### config.mk
export PLATFORM = sky130hd
export DESIGN_NAME = otb_queue
export DESIGN_NICKNAME = d
export VERILOG_FILES = /design/src/design/otb_pkg.sv /design/src/design/otb_queue.sv
export SDC_FILE = /design/constraint.sdc
export NUM_CORES = 1
export LEC_CHECK = 0
export BUFFER_PORTS_ARGS = -buffer_cell sky130_fd_sc_hd__buf_2
export CAP_MARGIN = 25
export CELL_PAD_IN_SITES_DETAIL_PLACEMENT = 1
export CELL_PAD_IN_SITES_GLOBAL_PLACEMENT = 2
export CORE_MARGIN = 10
export CORE_UTILIZATION = 34
export DETAILED_ROUTE_END_ITERATION = 6
export PLACE_DENSITY = 0.72
export SLEW_MARGIN = 20
export SYNTH_ARGS = -nofsm -noshare
export SYNTH_HDL_FRONTEND = slang
export SYNTH_SLANG_ARGS = --single-unit
### constraint.sdc
create_clock -name clk -period 2.6 [get_ports clk]
set_input_delay 0.26 -clock clk [delete_from_list [all_inputs] [get_ports clk]]
set_output_delay 0.26 -clock clk [all_outputs]
set_load 0.01 [all_outputs]
### src/design/otb_pkg.sv
// ----------------------------------------------------------------------------
// otb_pkg
// Shared types, widths and constants of the Otsu threshold binarizer.
// ----------------------------------------------------------------------------
package otb_pkg;

  localparam int FRAME_PIXELS_LOG2 = 20;
  localparam int GRAY_LEVELS       = 256;
  localparam int GRAY_W            = $clog2(GRAY_LEVELS);
  localparam int CNT_W             = FRAME_PIXELS_LOG2 + 1;
  localparam int TN_W              = CNT_W + GRAY_W;
  localparam int TS_W              = TN_W + GRAY_W;
  localparam int PROD_W            = TS_W + TN_W;
  localparam int NUM_W             = 2 * PROD_W;
  localparam int DEN_W             = 2 * TN_W;

  localparam int SUM_W       = 15;
  localparam int W_RED       = 30;
  localparam int W_GREEN     = 59;
  localparam int W_BLUE      = 11;
  localparam int RECIP       = 41944;
  localparam int RECIP_W     = 16;
  localparam int RECIP_SHIFT = 22;

  localparam int LIMB_W      = 32;
  localparam int MUL_A_LIMBS = 5;
  localparam int MUL_B_LIMBS = 3;
  localparam int MUL_A_W     = MUL_A_LIMBS * LIMB_W;
  localparam int MUL_B_W     = MUL_B_LIMBS * LIMB_W;
  localparam int MUL_P_W     = MUL_A_W + MUL_B_W;

  localparam int Q_DEPTH = 4;
  localparam int Q_PTR_W = $clog2(Q_DEPTH);

  localparam logic [GRAY_W-1:0] PIX_BLACK = '0;
  localparam logic [GRAY_W-1:0] PIX_WHITE = '1;

  typedef enum logic {
    OP_HIST = 1'b0,
    OP_BIN  = 1'b1
  } op_t;

  typedef struct packed {
    op_t               op;
    logic [SUM_W-1:0]  sum;
    logic [GRAY_W-1:0] gray_in;
    logic              last;
  } item_t;

  typedef struct packed {
    logic               start;
    logic [MUL_A_W-1:0] a;
    logic [MUL_B_W-1:0] b;
  } mul_cmd_t;

endpackage

### src/design/otb_queue.sv
// ----------------------------------------------------------------------------
// otb_queue
// Short FIFO of classified items between front and back.
// ----------------------------------------------------------------------------
module otb_queue (
  input  logic           clk,
  input  logic           rst_n,
  input  logic           push,
  input  otb_pkg::item_t push_item,
  input  logic           pop,
  output otb_pkg::item_t head,
  output logic           full,
  output logic           empty
);
  import otb_pkg::*;

  item_t                entry_r [Q_DEPTH];
  logic [Q_PTR_W-1:0]   wr_ptr_r, rd_ptr_r;
  logic [Q_PTR_W:0]     count_r;

  assign full  = (count_r == (Q_PTR_W+1)'(Q_DEPTH));
  assign empty = (count_r == '0);
  assign head  = entry_r[rd_ptr_r];

  always_ff @(posedge clk) begin
    if (!rst_n) begin
      wr_ptr_r <= '0;
      rd_ptr_r <= '0;
      count_r  <= '0;
    end else begin
      if (push) begin
        wr_ptr_r <= wr_ptr_r + 1'b1;
      end
      if (pop) begin
        rd_ptr_r <= rd_ptr_r + 1'b1;
      end
      if (push && !pop) begin
        count_r <= count_r + 1'b1;
      end else if (pop && !push) begin
        count_r <= count_r - 1'b1;
      end
    end
    if (push) begin
      entry_r[wr_ptr_r] <= push_item;
    end
  end

endmodule

==> out/metrics.yaml <==
place:
  post-place-ws_ns: 0.686
  port_buffers: 55
  dpl.hpwl_mm: 5.01
  gp_congestion: 0.618
worst_setup_path:
  max_stage_delay_ns: 0.62
  path_delay_family: "flip-flops"
  startpoint_type: "register"
  crit_buf_inv: 2
  critPathRequiredTime_ns: 2.34
  crit_type: "reg -> out"
  cp-end-kind: "output pin"
  crit_path_top_delay_cell: "dfxtp_2"
  cp_max_fo: 14
  crit_chain: "buf_4, mux4_2, buf_2"
  arrival_ns: 1.94
synth:
  synth_area_um2: 4100
  synth_top_family_by_area: "multiplexers"
  synthSimpleGateAreaFrac_pct: 2.23
  syn-num-nets: 209
  muxShareOfSynthArea_pct: 14.7
  synth_cells: 174
  synth_edf_count: 100
  synth_warnings: 0
  synthFlopType: "edfxtp_1"
  synth_area_leaders: "edfxtp_1 73%, mux4_2 11%, dfxtp_1 4.4%"
  synthArstFlopShare_pct: 0
  synth.largest_area_cell: "edfxtp_1"
  synthAdderAreaFrac_pct: 2.02
  synth_commonest_cells: "100 x edfxtp_1, 20 x mux4_2, 9 x and2_1, 9 x dfxtp_1"
  ys_seq_area_share_pct: 77.7
  synth.most_common_cell: "edfxtp_1"
  synth_compound_area_share_pct: 0.305
  ys_ff_latch: 109
  yosysUniqueCellTypes: 22
  synth_xor_area_share_pct: 1.07
  yosysTopAreaCellShare_pct: 73.3
  avgSynthCellArea_um2: 23.5
cts:
  cts_tree: "done"
  clock_path_buffers: 2
  clock-sinks: 109
  htree_levels: 3
  cts-resized-gates: 0
  root_buffer: "clkbuf_16"
  ctsHoldBuffers: 0
  cts_setup_buffers: 0
  cts_buffers: 9
  clk_latency_ns: 0.34
  clk_pin_slew_ns: 0.07
sta:
  maxSlewViolCount: 0
  tightest_slew_ns: 0.760
  fin_crit_ns: 2.20
  rsz0062_at_grt: "false"
  final.setup.worst_slack_ns: 0.397
  slew_headroom_pct: 49.3
  period_share_pct: 84.7
  max_freq_mhz: 454
  tns_ns: 0
  hold_viol: 0
  clock-skew-final_ns: 0.00910
  setup_viol: 0
pwr:
  pwr_density_cell_nw_per_um2: 761
  ir_drop_mv: 0.271
  cellLeakagePower_uw: 0.00167
final_layout:
  final_nets: 277
  syn_to_final_growth_pct: 17.9
  drive_gt1_share_pct: 40.5
  antennaDiodeCount: 0
die:
  fp-row-count: 40
  die_w_um: 130
  io_pins: 56
  initial_core_util_pct: 34.4
  die_area_um2: 16800
  coreArea_um2: 11900
  dieHeight_um: 130
drt:
  antenna_left: 0
  via_per_inst: 4.73
  drt-initial-drc-count: 106
  drc_errors: 0
  wl_mm: 7.57
  vias: 1863
  wire_per_inst_um: 19.2
  firstDrtPassIters: 4
grt:
  grt_pass1_vias: 2128
  grt_pass1_wl_mm: 11.8
  grt_max_degree: 26
  grt-ovfl-total: 0
  grt_antenna_before_repair: 1
  gr-usage-all-layers_pct: 9.46
run_status:
  outcome: "finished, final reports clean"
worst_hold_path:
  hold_class: "in -> reg"
job:
  drv_cap: 0
[registers in the layout, indices dropped and copies added (netlist names), named ones only]
register  cells
entry_r     100
wr_ptr_r      2
count_r       3
rd_ptr_r      2
[where the power goes]
group          leakage, uW  internal [uW]  switching (uW)  total (uW)
registers         0.000993           2010            40.5        2050
logic             0.000544            185             196         381
clock network     0.000131            661             585        1250
total              0.00167           2850             822        3680
[worst register-to-register path: cells and delay by family, from the launching register on]
family        cells  cell delay (ns)
buf+inv           1             0.10
simple gates      1             0.65
flops             1             0.35
fa+ha+maj         1             0.15
[stage by stage]
| stage | instance area (um2) | hold slack, ns | util [%] | cells | power [uW] |
|---|---|---|---|---|---|
| floorplan | 4100 | 0.359 | - | 174 | 2320 |
| global placement | 4550 | 0.474 | 38.2 | 378 | 2480 |
| detailed placement | 4550 | 0.480 | 38.2 | 378 | 2490 |
| CTS | 4830 | 0.125 | 40.5 | 394 | 3740 |
| global route | 4830 | 0.129 | 40.5 | 394 | 3860 |
| finish | 4830 | 0.136 | 40.5 | 394 | 3680 |
[routing by layer]
metal	GRT usage (%)	wire length (um)	up-vias
met5	0	7	-
met4	4.17	85	2
met3	2.96	398	9
met2	15.2	3790	35
met1	11.5	3290	969
li1	-	-	848
[area by class of cell]
class	instances	area (um2)
Clock buffer	11	233
Clock inverter	5	42.5
Tap cell	147	184
Multi-Input combinational cell	55	835
Inverter	4	15.0
Fill cell	1156	7080
Sequential cell	109	3180
Timing Repair Buffer	63	335
[final timing paths]
kind                 from        endpoint  slack (ns)  depth (start not counted)
min reg2reg    count_r[2]      count_r[2]        0.52                          2
max reg2reg   wr_ptr_r[0]  entry_r[0][21]        0.99                          3
max              register         head[7]        0.40                          3
min          push_item[8]   entry_r[3][8]        0.14                          1
[placed cells by master, fill, tap and decap left out]
cell type / Yosys / routed
a21boi_0: 1 / 1
nor2b_1: 2 / 2
and2_2: 0 / 2
nor3_1: 1 / 1
fa_1: 1 / 1
clkinvlp_4: 0 / 1
mux4_2: 20 / 20
edfxtp_1: 100 / 100
nor3b_1: 1 / 1
xnor2_1: 2 / 2
nand2_1: 1 / 1
clkbuf_16: 0 / 9
inv_1: 4 / 4
mux4_1: 5 / 5
ha_1: 5 / 5
and2_1: 9 / 7
inv_6: 0 / 2
dfxtp_1: 9 / 8
clkinv_4: 0 / 2
o21ai_0: 1 / 1
or3_1: 1 / 1
dfxtp_2: 0 / 1
xor2_1: 3 / 3
buf_2: 2 / 55
clkbuf_1: 0 / 2
buf_4: 0 / 8
mux2i_1: 2 / 2
[cell families (layout without fill, tap and decap cells)]
logic type / count (synthesis) / after routing
compound gates: 2 / 2
xor+xnor: 5 / 5
fa+ha+maj: 6 / 6
buf+inv: 10 / 83
flops: 109 / 109
mux: 27 / 27
simple gates: 15 / 15
Note: power is estimated with default switching activity, not from simulation.
