`config.mk`:
```
export PLATFORM = sky130hd
export DESIGN_NAME = otb_front
export DESIGN_NICKNAME = d
export VERILOG_FILES = /design/src/design/otb_pkg.sv /design/src/design/otb_front.sv
export SDC_FILE = /design/constraint.sdc
export NUM_CORES = 1
export LEC_CHECK = 0
export BUFFER_PORTS_ARGS = -buffer_cell sky130_fd_sc_hd__buf_2
export CELL_PAD_IN_SITES_DETAIL_PLACEMENT = 2
export CELL_PAD_IN_SITES_GLOBAL_PLACEMENT = 2
export CORE_MARGIN = 2
export CORE_UTILIZATION = 39
export CTS_BUF_LIST = sky130_fd_sc_hd__clkbuf_4 sky130_fd_sc_hd__clkbuf_8
export CTS_CLUSTER_SIZE = 25
export DETAILED_ROUTE_END_ITERATION = 16
export PLACE_DENSITY_LB_ADDON = 0.08
export SETUP_SLACK_MARGIN = 0.02
export SLEW_MARGIN = 20
export SYNTH_ARGS = -nofsm -noshare
export SYNTH_HDL_FRONTEND = slang
export SYNTH_SLANG_ARGS = --single-unit
```
`constraint.sdc`:
```
create_clock -name clk -period 6.45 [get_ports clk]
set_input_delay 0.3225 -clock clk [delete_from_list [all_inputs] [get_ports clk]]
set_output_delay 0.3225 -clock clk [all_outputs]
set_load 0.01 [all_outputs]
```
`src/design/otb_pkg.sv`:
```
// ----------------------------------------------------------------------------
// otb_pkg
// Shared types, widths and constants of the Otsu threshold binarizer.
// ----------------------------------------------------------------------------
package otb_pkg;

  localparam int FRAME_PIXELS_LOG2 = 20;
  localparam int GRAY_LEVELS       = 256;
  localparam int GRAY_W            = $clog2(GRAY_LEVELS);
  localparam int CNT_W             = FRAME_PIXELS_LOG2 + 1;
  localparam int TN_W              = CNT_W + GRAY_W;
  localparam int TS_W              = TN_W + GRAY_W;
  localparam int PROD_W            = TS_W + TN_W;
  localparam int NUM_W             = 2 * PROD_W;
  localparam int DEN_W             = 2 * TN_W;

  localparam int SUM_W       = 15;
  localparam int W_RED       = 30;
  localparam int W_GREEN     = 59;
  localparam int W_BLUE      = 11;
  localparam int RECIP       = 41944;
  localparam int RECIP_W     = 16;
  localparam int RECIP_SHIFT = 22;

  localparam int LIMB_W      = 32;
  localparam int MUL_A_LIMBS = 5;
  localparam int MUL_B_LIMBS = 3;
  localparam int MUL_A_W     = MUL_A_LIMBS * LIMB_W;
  localparam int MUL_B_W     = MUL_B_LIMBS * LIMB_W;
  localparam int MUL_P_W     = MUL_A_W + MUL_B_W;

  localparam int Q_DEPTH = 4;
  localparam int Q_PTR_W = $clog2(Q_DEPTH);

  localparam logic [GRAY_W-1:0] PIX_BLACK = '0;
  localparam logic [GRAY_W-1:0] PIX_WHITE = '1;

  typedef enum logic {
    OP_HIST = 1'b0,
    OP_BIN  = 1'b1
  } op_t;

  typedef struct packed {
    op_t               op;
    logic [SUM_W-1:0]  sum;
    logic [GRAY_W-1:0] gray_in;
    logic              last;
  } item_t;

  typedef struct packed {
    logic               start;
    logic [MUL_A_W-1:0] a;
    logic [MUL_B_W-1:0] b;
  } mul_cmd_t;

endpackage

```
`src/design/otb_front.sv`:
```
// ----------------------------------------------------------------------------
// otb_front
// Takes input transactions, forms the weighted color sum and pushes items.
// ----------------------------------------------------------------------------
module otb_front (
  input  logic                  clk,
  input  logic                  rst_n,
  input  logic                  start,
  output logic                  busy,
  input  logic                  in_operation,
  input  logic [7:0]            in_red,
  input  logic [7:0]            in_green,
  input  logic [7:0]            in_blue,
  input  logic [7:0]            in_gray_in,
  input  logic                  in_last_pixel,
  input  logic                  q_full,
  output logic                  q_push,
  output otb_pkg::item_t        q_item
);
  import otb_pkg::*;

  logic        valid_r;
  op_t         op_r;
  logic [7:0]  red_r, green_r, blue_r, gin_r;
  logic        last_r;
  logic        accept;

  assign q_push = valid_r & ~q_full;
  assign busy   = valid_r & q_full;
  assign accept = start & ~busy;

  always_comb begin
    q_item.op      = op_r;
    q_item.sum     = SUM_W'(W_RED) * SUM_W'(red_r) + SUM_W'(W_GREEN) * SUM_W'(green_r)
                   + SUM_W'(W_BLUE) * SUM_W'(blue_r);
    q_item.gray_in = gin_r;
    q_item.last    = last_r;
  end

  always_ff @(posedge clk) begin
    if (!rst_n) begin
      valid_r <= 1'b0;
    end else if (accept) begin
      valid_r <= 1'b1;
    end else if (q_push) begin
      valid_r <= 1'b0;
    end
    if (accept) begin
      op_r    <= op_t'(in_operation);
      red_r   <= in_red;
      green_r <= in_green;
      blue_r  <= in_blue;
      gin_r   <= in_gray_in;
      last_r  <= in_last_pixel;
    end
  end

endmodule

```
==> results.md, run 1 <==
- The run finished with clean final reports.
- Using the TritonRoute via totals, the vias-per-cell ratio works out to between 4 and 5.
- The kind of start point of the critical path is a flip-flop.
- The count of nets left with antenna violations once routing finished came out at 0.
- In this run the core area contains 37 standard-cell rows.
- The adder and majority gate portion of the synthesized area is 0.497.
- The Yosys step of the flow raised 0 warnings.
- In this run the worst path has a maximum fanout of 7.
- In the final layout, the share of cells above drive strength 1 is 0.224.
- Clock tree synthesis inserted a total of 5 buffers.
- For this configuration, the core starts out at a cell density of 0.403.
- The kind of path behind the tightest hold check is in2reg.
- Final hold analysis gives a worst-case slack of 0.208 ns.
- Across the routed clock network, the largest skew measured is 0.00379 ns.
- The final clock period utilization by the worst path is 0.956.
- At the end of routability-driven placement, the weighted congestion stood at approximately 0.74.
- After floorplanning, the core was sized to cover between 10000 and 15000 um2.
- Synthesis produced a netlist with a net count of ~530.
- In this design, the largest share of critical-path delay is due to adder cells.
- After synthesis the cells add up to 4160 um2.
- The multiplexer share of the synthesized area is 0.00240.
- The final layout net count is 610.
- On the critical path, the stage with the largest delay is an instance of sky130_fd_sc_hd__fa_1.
- The element type at the critical path end is an output pin.
- The leftover overflow at the end of global routing is 0.
- Walking the worst path, the cells encountered are fa_1 -> fa_2 -> ha_1 -> a21o_1 -> a31o_2 -> a21oi_1 -> xnor2_1 -> ha_1 -> inv_1 -> fa_1 -> fa_1 -> inv_1 -> ha_1 -> and2_1 -> o21ai_0 -> o21ai_1 -> o311ai_1 -> buf_2.
- For the pin with the worst max-slew slack, the measured transition is 0.539 ns.
- The synthesized design contains 35 register bits.
- After synthesis, the cell types taking the most area are sky130_fd_sc_hd__fa_1 (31%), sky130_fd_sc_hd__edfxtp_1 (25%), sky130_fd_sc_hd__ha_1 (19%), sky130_fd_sc_hd__inv_1 (9.5%), sky130_fd_sc_hd__xnor2_1 (1.9%).
- The remaining routing DRC violations is 0.
- The final max-slew violation count is 0.
- The final critical-path required period is 6.16 ns.
- The achievable clock frequency is 162 MHz.
- The clock latency of the later-clocked register in the worst-skew pair is between 0.2 and 0.3 ns.
- The pin count of the biggest net entering global routing is 24.
- The sequential area share after synthesis is 0.250.
- The share of synthesized area in the top cell type comes to 0.308.
- The number of maximum-capacitance constraint violations is 0.
- The half-perimeter wire length after placement is 8270 um.
- Clock-pin slew was measured on the worst setup and hold paths at 0.07 ns.
- The routed layout has 2765 vias.
- The violation count after the first detailed-route iteration is 46.
- Setup repair after global routing left no endpoint under its margin.
- The synthesized-area fraction occupied by ao, oa, aoi and oai cells was 0.0739.
- The global-route usage over all layers is 0.169.
- Headroom to the max-slew limit came out at 0.639.
- The area growth from synthesis to layout is 16.8%.
- The final hold violation count is 0.
- The die is 107 um wide.
- The most common flop cell mapped by yosys is sky130_fd_sc_hd__edfxtp_1.
- Setup violations remaining at the end of the flow were counted as 0.
- The number of enable flip-flop cells after synthesis is 34.
- The floorplan step set the die height to around 110 um.
- Of the total synthesized cell area, the portion taken by AND, OR, NAND and NOR gates is 0.0490.
- The number of detailed-route iterations in the first pass is 4.
- The number of buffers on the longest clock path is 2.
- The total wire length after detailed routing is 9400 um.
- sky130_fd_sc_hd__fa_1 takes more of the synthesized area than any other cell.
- After synthesis, the mean cell area works out to 11.3 um2.
- The repair_antennas step left the layout with diodes totalling 0.
- The aggregate negative setup slack is 0 ns.
- In this run, distinct cell masters in the synthesized netlist total 38.
- The initial antenna violation count was 0.
- TritonCTS built the clock tree.
- In this design, the stage delay of the slowest critical-path cell is 0.60 ns.
- The overall die area is 11500 um2.
- The number of standard cells after synthesis is 367.
- The detailed-route wire length per cell is 16.2 um.
- In this run the number of H-tree levels came out at 2.
- The post-synthesis async set-or-reset flop share is 0.
- The number of buffers and inverters on the critical path is 3.
- For this design the top-level I/O count stands at 65.
- The number of global-route vias before repair is 3174.
- The critical path is of the reg2out type.
- CTS placed an instance of sky130_fd_sc_hd__clkbuf_8 at the clock tree root.
- Counting every sink on the clock net gives 35.
- For this run, the share of the core covered by cells in the final layout is 0.471.
- Input and output buffers added on the ports amount to 64.
- The parity-gate share of the synthesized area counting xor and xnor cells is 0.0294.
- STA puts the critical path data arrival time at about 6 ns.
- The first global-routing pass estimated 15100 um of wire.
- The worst endpoint required time is 6.13 ns.
- After synthesis, the largest family of logic cells by area is adder cells.
## per-stage QoR
| step | instance area [um2] | setup slack (ns) | cells |
|---|---|---|---|
| finish | 4860 | 0.286 | 582 |
| global route | 4860 | 0.0171 | 582 |
| CTS | 4770 | 0.0462 | 574 |
| detailed placement | 4650 | 0.242 | 566 |
| global placement | 4650 | 0.366 | 566 |
| floorplan | 4160 | 0.656 | 367 |
## layout by cell type, fill, tap and decap left out, types with 2 or more instances in the layout
cell and count:
sky130_fd_sc_hd__a21o_1 4, sky130_fd_sc_hd__a21oi_1 13, sky130_fd_sc_hd__a221oi_1 2, sky130_fd_sc_hd__and2_1 3, sky130_fd_sc_hd__buf_2 64, sky130_fd_sc_hd__buf_4 9, sky130_fd_sc_hd__clkbuf_8 5, sky130_fd_sc_hd__edfxtp_1 34
sky130_fd_sc_hd__fa_1 62, sky130_fd_sc_hd__fa_2 2, sky130_fd_sc_hd__ha_1 61, sky130_fd_sc_hd__inv_1 100, sky130_fd_sc_hd__inv_2 5, sky130_fd_sc_hd__nand2_1 2, sky130_fd_sc_hd__nand2b_1 2, sky130_fd_sc_hd__nand3_1 3
sky130_fd_sc_hd__nor2_1 12, sky130_fd_sc_hd__nor2b_1 4, sky130_fd_sc_hd__nor3_1 2, sky130_fd_sc_hd__nor3_2 2, sky130_fd_sc_hd__o21a_1 3, sky130_fd_sc_hd__o21ai_0 8, sky130_fd_sc_hd__o21bai_1 3, sky130_fd_sc_hd__o31a_1 2
sky130_fd_sc_hd__xnor2_1 9, sky130_fd_sc_hd__xor2_1 5
## kinds of logic (layout without fill, tap and decap cells)
family	count (synthesis)	after routing
fa+ha+maj	127	127
buf+inv	107	186
compound gates	46	46
simple gates	37	37
flops	35	35
xor+xnor	14	14
mux	1	1
## registers in the layout (all words and copies together), names as in the netlist
name / cells
green_r: 8
op_r: 1
gin_r: 8
blue_r: 8
last_r: 1
red_r: 8
valid_r: 1
## synth_stat cells (all sizes together) (4+ instances only)
| library cell | count |
|---|---|
| inv | 105 |
| fa | 64 |
| ha | 63 |
| edfxtp | 34 |
| a21oi | 14 |
| nor2 | 12 |
| o21ai | 9 |
| xnor2 | 9 |
| nor2b | 6 |
| xor2 | 5 |
| a21o | 4 |
| nor3 | 4 |
## cell type report
type	count	area, um2
multi-input cells	225	2760
fillers	1107	5460
repair buffers	73	388
well taps	136	170
inverters	105	394
flip-flops and latches	35	1040
clock buffers	5	68.8
clock inverters	3	43.8
## metal layers
layer / global-route usage / wire, um / vias up
met5: 0 / 0 / -
met4: 0.0348 / 69 / 0
met3: 0.0224 / 241 / 7
met2: 0.310 / 5010 / 48
met1: 0.212 / 4080 / 1382
li1: - / - / 1328
## final timing paths
path                end  slack (ns)  cells after the start          start
max          q_item[20]        0.29                     18       red_r[0]
min            gin_r[1]        0.21                      1  in_gray_in[1]
max reg2reg  green_r[3]        4.76                      3        valid_r
min reg2reg     valid_r        0.70                      2        valid_r
## timing repair
action | 4_1_cts | 5_1_grt
hold buffers | 0 | 0
setup endpoints to repair | 1 | 2
buffers inserted | 0 | 8
pin swaps | 0 | 3
resized for setup | 5 | 10
Power of run 1 is not shown: default switching activity piles up to over one toggle a cycle in this logic, so the estimate is an artifact.
==> run 2: changes to the inputs <==
- RECOVER_POWER: not set -> 50
==> results.md, run 2 (synthesis gave the netlist of run 1 again) <==
- The aggregate negative setup slack is 0 ns (unchanged).
- The buffer cell driving the clock tree root was sky130_fd_sc_hd__clkbuf_8 (unchanged).
- The number of setup violations in the final report is 0 (unchanged).
- The pin count of the biggest net entering global routing is 24 (unchanged).
- The kind of path behind the tightest hold check is in2reg (unchanged).
- The reg-to-reg endpoint is blue_r[3] (was green_r[3]).
- The post-route core utilization is 0.470 (was 0.471).
- Outcome: finished, final reports clean (unchanged).
- The class of the most critical setup path is reg2out (unchanged).
- The worst-path maximum fanout is 7 (unchanged).
- The wire length of the first global-routing pass is 15100 um (unchanged).
- The leftover overflow at the end of global routing is 0 (unchanged).
- The achievable clock frequency was 162 MHz (about the same).
- The final max-slew violation count is 0 (unchanged).
- Highest-count cells in the layout ignoring fill and taps: sky130_fd_sc_hd__inv_1 (100), sky130_fd_sc_hd__fa_1 (62), sky130_fd_sc_hd__ha_1 (61) (was sky130_fd_sc_hd__inv_1 (100), sky130_fd_sc_hd__buf_2 (64), sky130_fd_sc_hd__fa_1 (62)).
- The register-to-register setup slack is 4.44 ns (was 4.76 ns).
- The width of the chip was 107 um (unchanged).
- The total of buffers placed on input and output ports came to 64 (unchanged).
- The number of cell rows is 37 (unchanged).
- The detailed-route wire length per cell is 16.1 um (was 16.2 um).
- The average vias per placed instance is 4.75 (about the same).
- The initial core utilization is 0.403 (unchanged).
- The element type at the critical path end is an output pin (unchanged).
- The number of detailed-route iterations in the first pass is 4 (unchanged).
- The number of buffers inserted during clock tree synthesis is 5 (unchanged).
- The number of levels the H-tree was split into is 2 (unchanged).
- The final layout net count is 610 (unchanged).
- The vertical die dimension is 107 um (unchanged).
- The global placer's final weighted congestion is 0.741 (unchanged).
- The fraction of layout instances using a drive strength above 1 is 0.195 (was 0.224).
- The final hold violation count is 0 (unchanged).
- The number of global-route vias before repair is 3174 (unchanged).
- The clock latency of the later-clocked register in the worst-skew pair came to 0.28 ns (about the same).
- The number of stages on the worst hold path is 1 (unchanged).
- The kind of start point of the critical path was a flip-flop (unchanged).
- The via count of the routed design is 2764 (was 2765).
- The number of hold-repair buffers added at the cts stage came to 0 (unchanged).
- The total I/O pin count was 65 (unchanged).
- The clock skew came to 0.00389 ns (was 0.00379 ns).
- The headroom to the max-slew limit came to 0.395 (was 0.639).
- The half-perimeter wire length after placement is 8270 um (unchanged).
- The most common cell after layout, fill and taps aside is sky130_fd_sc_hd__inv_1 (unchanged).
- The filler cell count in the final layout was 1113 (was 1107).
- The number of antenna-violating nets in the routed design is 0 (unchanged).
- The final critical-path required period is 6.16 ns (about the same).
- The core area is 10300 um2 (unchanged).
- The total wire length after detailed routing is 9390 um (was 9400 um).
- The violation count after the first detailed-route iteration is 45 (was 46).
- The number of cells traversed by the worst register-to-register path is 3 (unchanged).
- The initial antenna violation count was 0 (unchanged).
- The slew at the pin with the worst max-slew slack is 0.905 ns (was 0.539 ns).
- The arrival time reported for the critical path endpoint is 5.84 ns (about the same).
- The final clock period utilization by the worst path is 0.956 (about the same).
- RSZ-0062 raised after global routing: no (unchanged).
- The global-route usage over all layers was 0.169 (unchanged).
- The overall die area is 11500 um2 (unchanged).
- The area growth from synthesis to layout is 16.4% (was 16.8%).
- The clock transition at the register clock pins on the worst setup and hold paths after CTS is 0.07 ns (about the same).
- The clock tree from TritonCTS is built (unchanged).
- The worst endpoint required time was 6.13 ns (about the same).
- The capture endpoint of the worst hold path is gin_r[1] (unchanged).
- The number of maximum-capacitance constraint violations is 0 (unchanged).
- The TritonCTS sink count is 35 (unchanged).
- The start point of the worst min-delay path is in_gray_in[1] (unchanged).
- The remaining routing DRC violations was 0 (unchanged).
- The total inserted antenna cells is 0 (unchanged).
- The origin of the critical flop-to-flop path is valid_r (unchanged).
- The number of buffers on the longest clock path is 2 (unchanged).
==> run 2: changes by cell type in the layout (fill, tap and decap cells not counted), sizes merged <==
| cell | change |
|---|---|
| clkbuf | +12 |
| buf | -12 |
==> run 2: timing repair <==
item,in CTS,in global routing
gates cloned,0,0
resized for setup,5,10
setup endpoints to repair,1,2
setup buffers,0,8
endpoints found under the hold margin,0,0
pin swaps,0,3
==> run 2: worst max-delay path by stage <==
stage	from	to	slack, ns	cells after the start
3_3_place_gp	red_r[3]	q_item[23]	0.37	21
2_1_floorplan	red_r[3]	q_item[23]	0.66	20
4_1_cts	red_r[3]	q_item[23]	0.05	21
6_report	red_r[0]	q_item[20]	0.29	18
3_5_place_dp	red_r[3]	q_item[23]	0.24	21
5_1_grt	red_r[2]	q_item[23]	0.02	22
==> run 2: area by class of cell <==
| type | instances | area, um2 | area share |
|---|---|---|---|
| clock buffer | 5 | 68.8 | 0.0142 |
| clock inverter | 3 | 43.8 | 0.00903 |
| inverter | 105 | 394 | 0.0813 |
| multi-input combinational | 225 | 2760 | 0.569 |
| sequential | 35 | 1040 | 0.215 |
| tap | 136 | 170 | 0.0351 |
| timing repair buffer | 73 | 373 | 0.0769 |
==> run 2: worst max-delay path, cell delays in order (launching register included) <==
cell                       delay (ns)
sky130_fd_sc_hd__edfxtp_1        0.44
sky130_fd_sc_hd__fa_1            0.60
sky130_fd_sc_hd__fa_2            0.48
sky130_fd_sc_hd__ha_1            0.29
sky130_fd_sc_hd__a21o_1          0.20
sky130_fd_sc_hd__a31o_2          0.26
sky130_fd_sc_hd__a21oi_1         0.21
sky130_fd_sc_hd__xnor2_1         0.19
sky130_fd_sc_hd__ha_1            0.28
sky130_fd_sc_hd__inv_1           0.07
sky130_fd_sc_hd__fa_1            0.43
sky130_fd_sc_hd__fa_1            0.55
sky130_fd_sc_hd__inv_1           0.04
sky130_fd_sc_hd__ha_1            0.39
sky130_fd_sc_hd__and2_1          0.19
sky130_fd_sc_hd__o21ai_0         0.23
sky130_fd_sc_hd__o21ai_1         0.16
sky130_fd_sc_hd__o311ai_1        0.35
sky130_fd_sc_hd__buf_2           0.19
==> run 2: through the flow <==
stage | cell area, um2 | worst slack (ns) | hold WS, ns | std cells
5_1_grt | 4850 | 0.0171 | 0.191 | 582
4_1_cts | 4770 | 0.0462 | 0.195 | 574
2_1_floorplan | 4160 | 0.656 | 0.421 | 367
3_3_place_gp | 4650 | 0.366 | 0.499 | 566
6_report | 4850 | 0.286 | 0.208 | 582
3_5_place_dp | 4650 | 0.242 | 0.501 | 566
==> run 2: routing by layer <==
layer | wire, um | part of all wire | vias to the layer above | track usage
li1 | - | - | 1328 | -
met1 | 4100 | 0.44 | 1383 | 0.212
met2 | 5000 | 0.53 | 46 | 0.310
met3 | 222 | 0.024 | 7 | 0.0224
met4 | 69 | 0.0073 | 0 | 0.0348
met5 | 0 | 0 | - | 0
Power of run 2 is left out for the same reason.
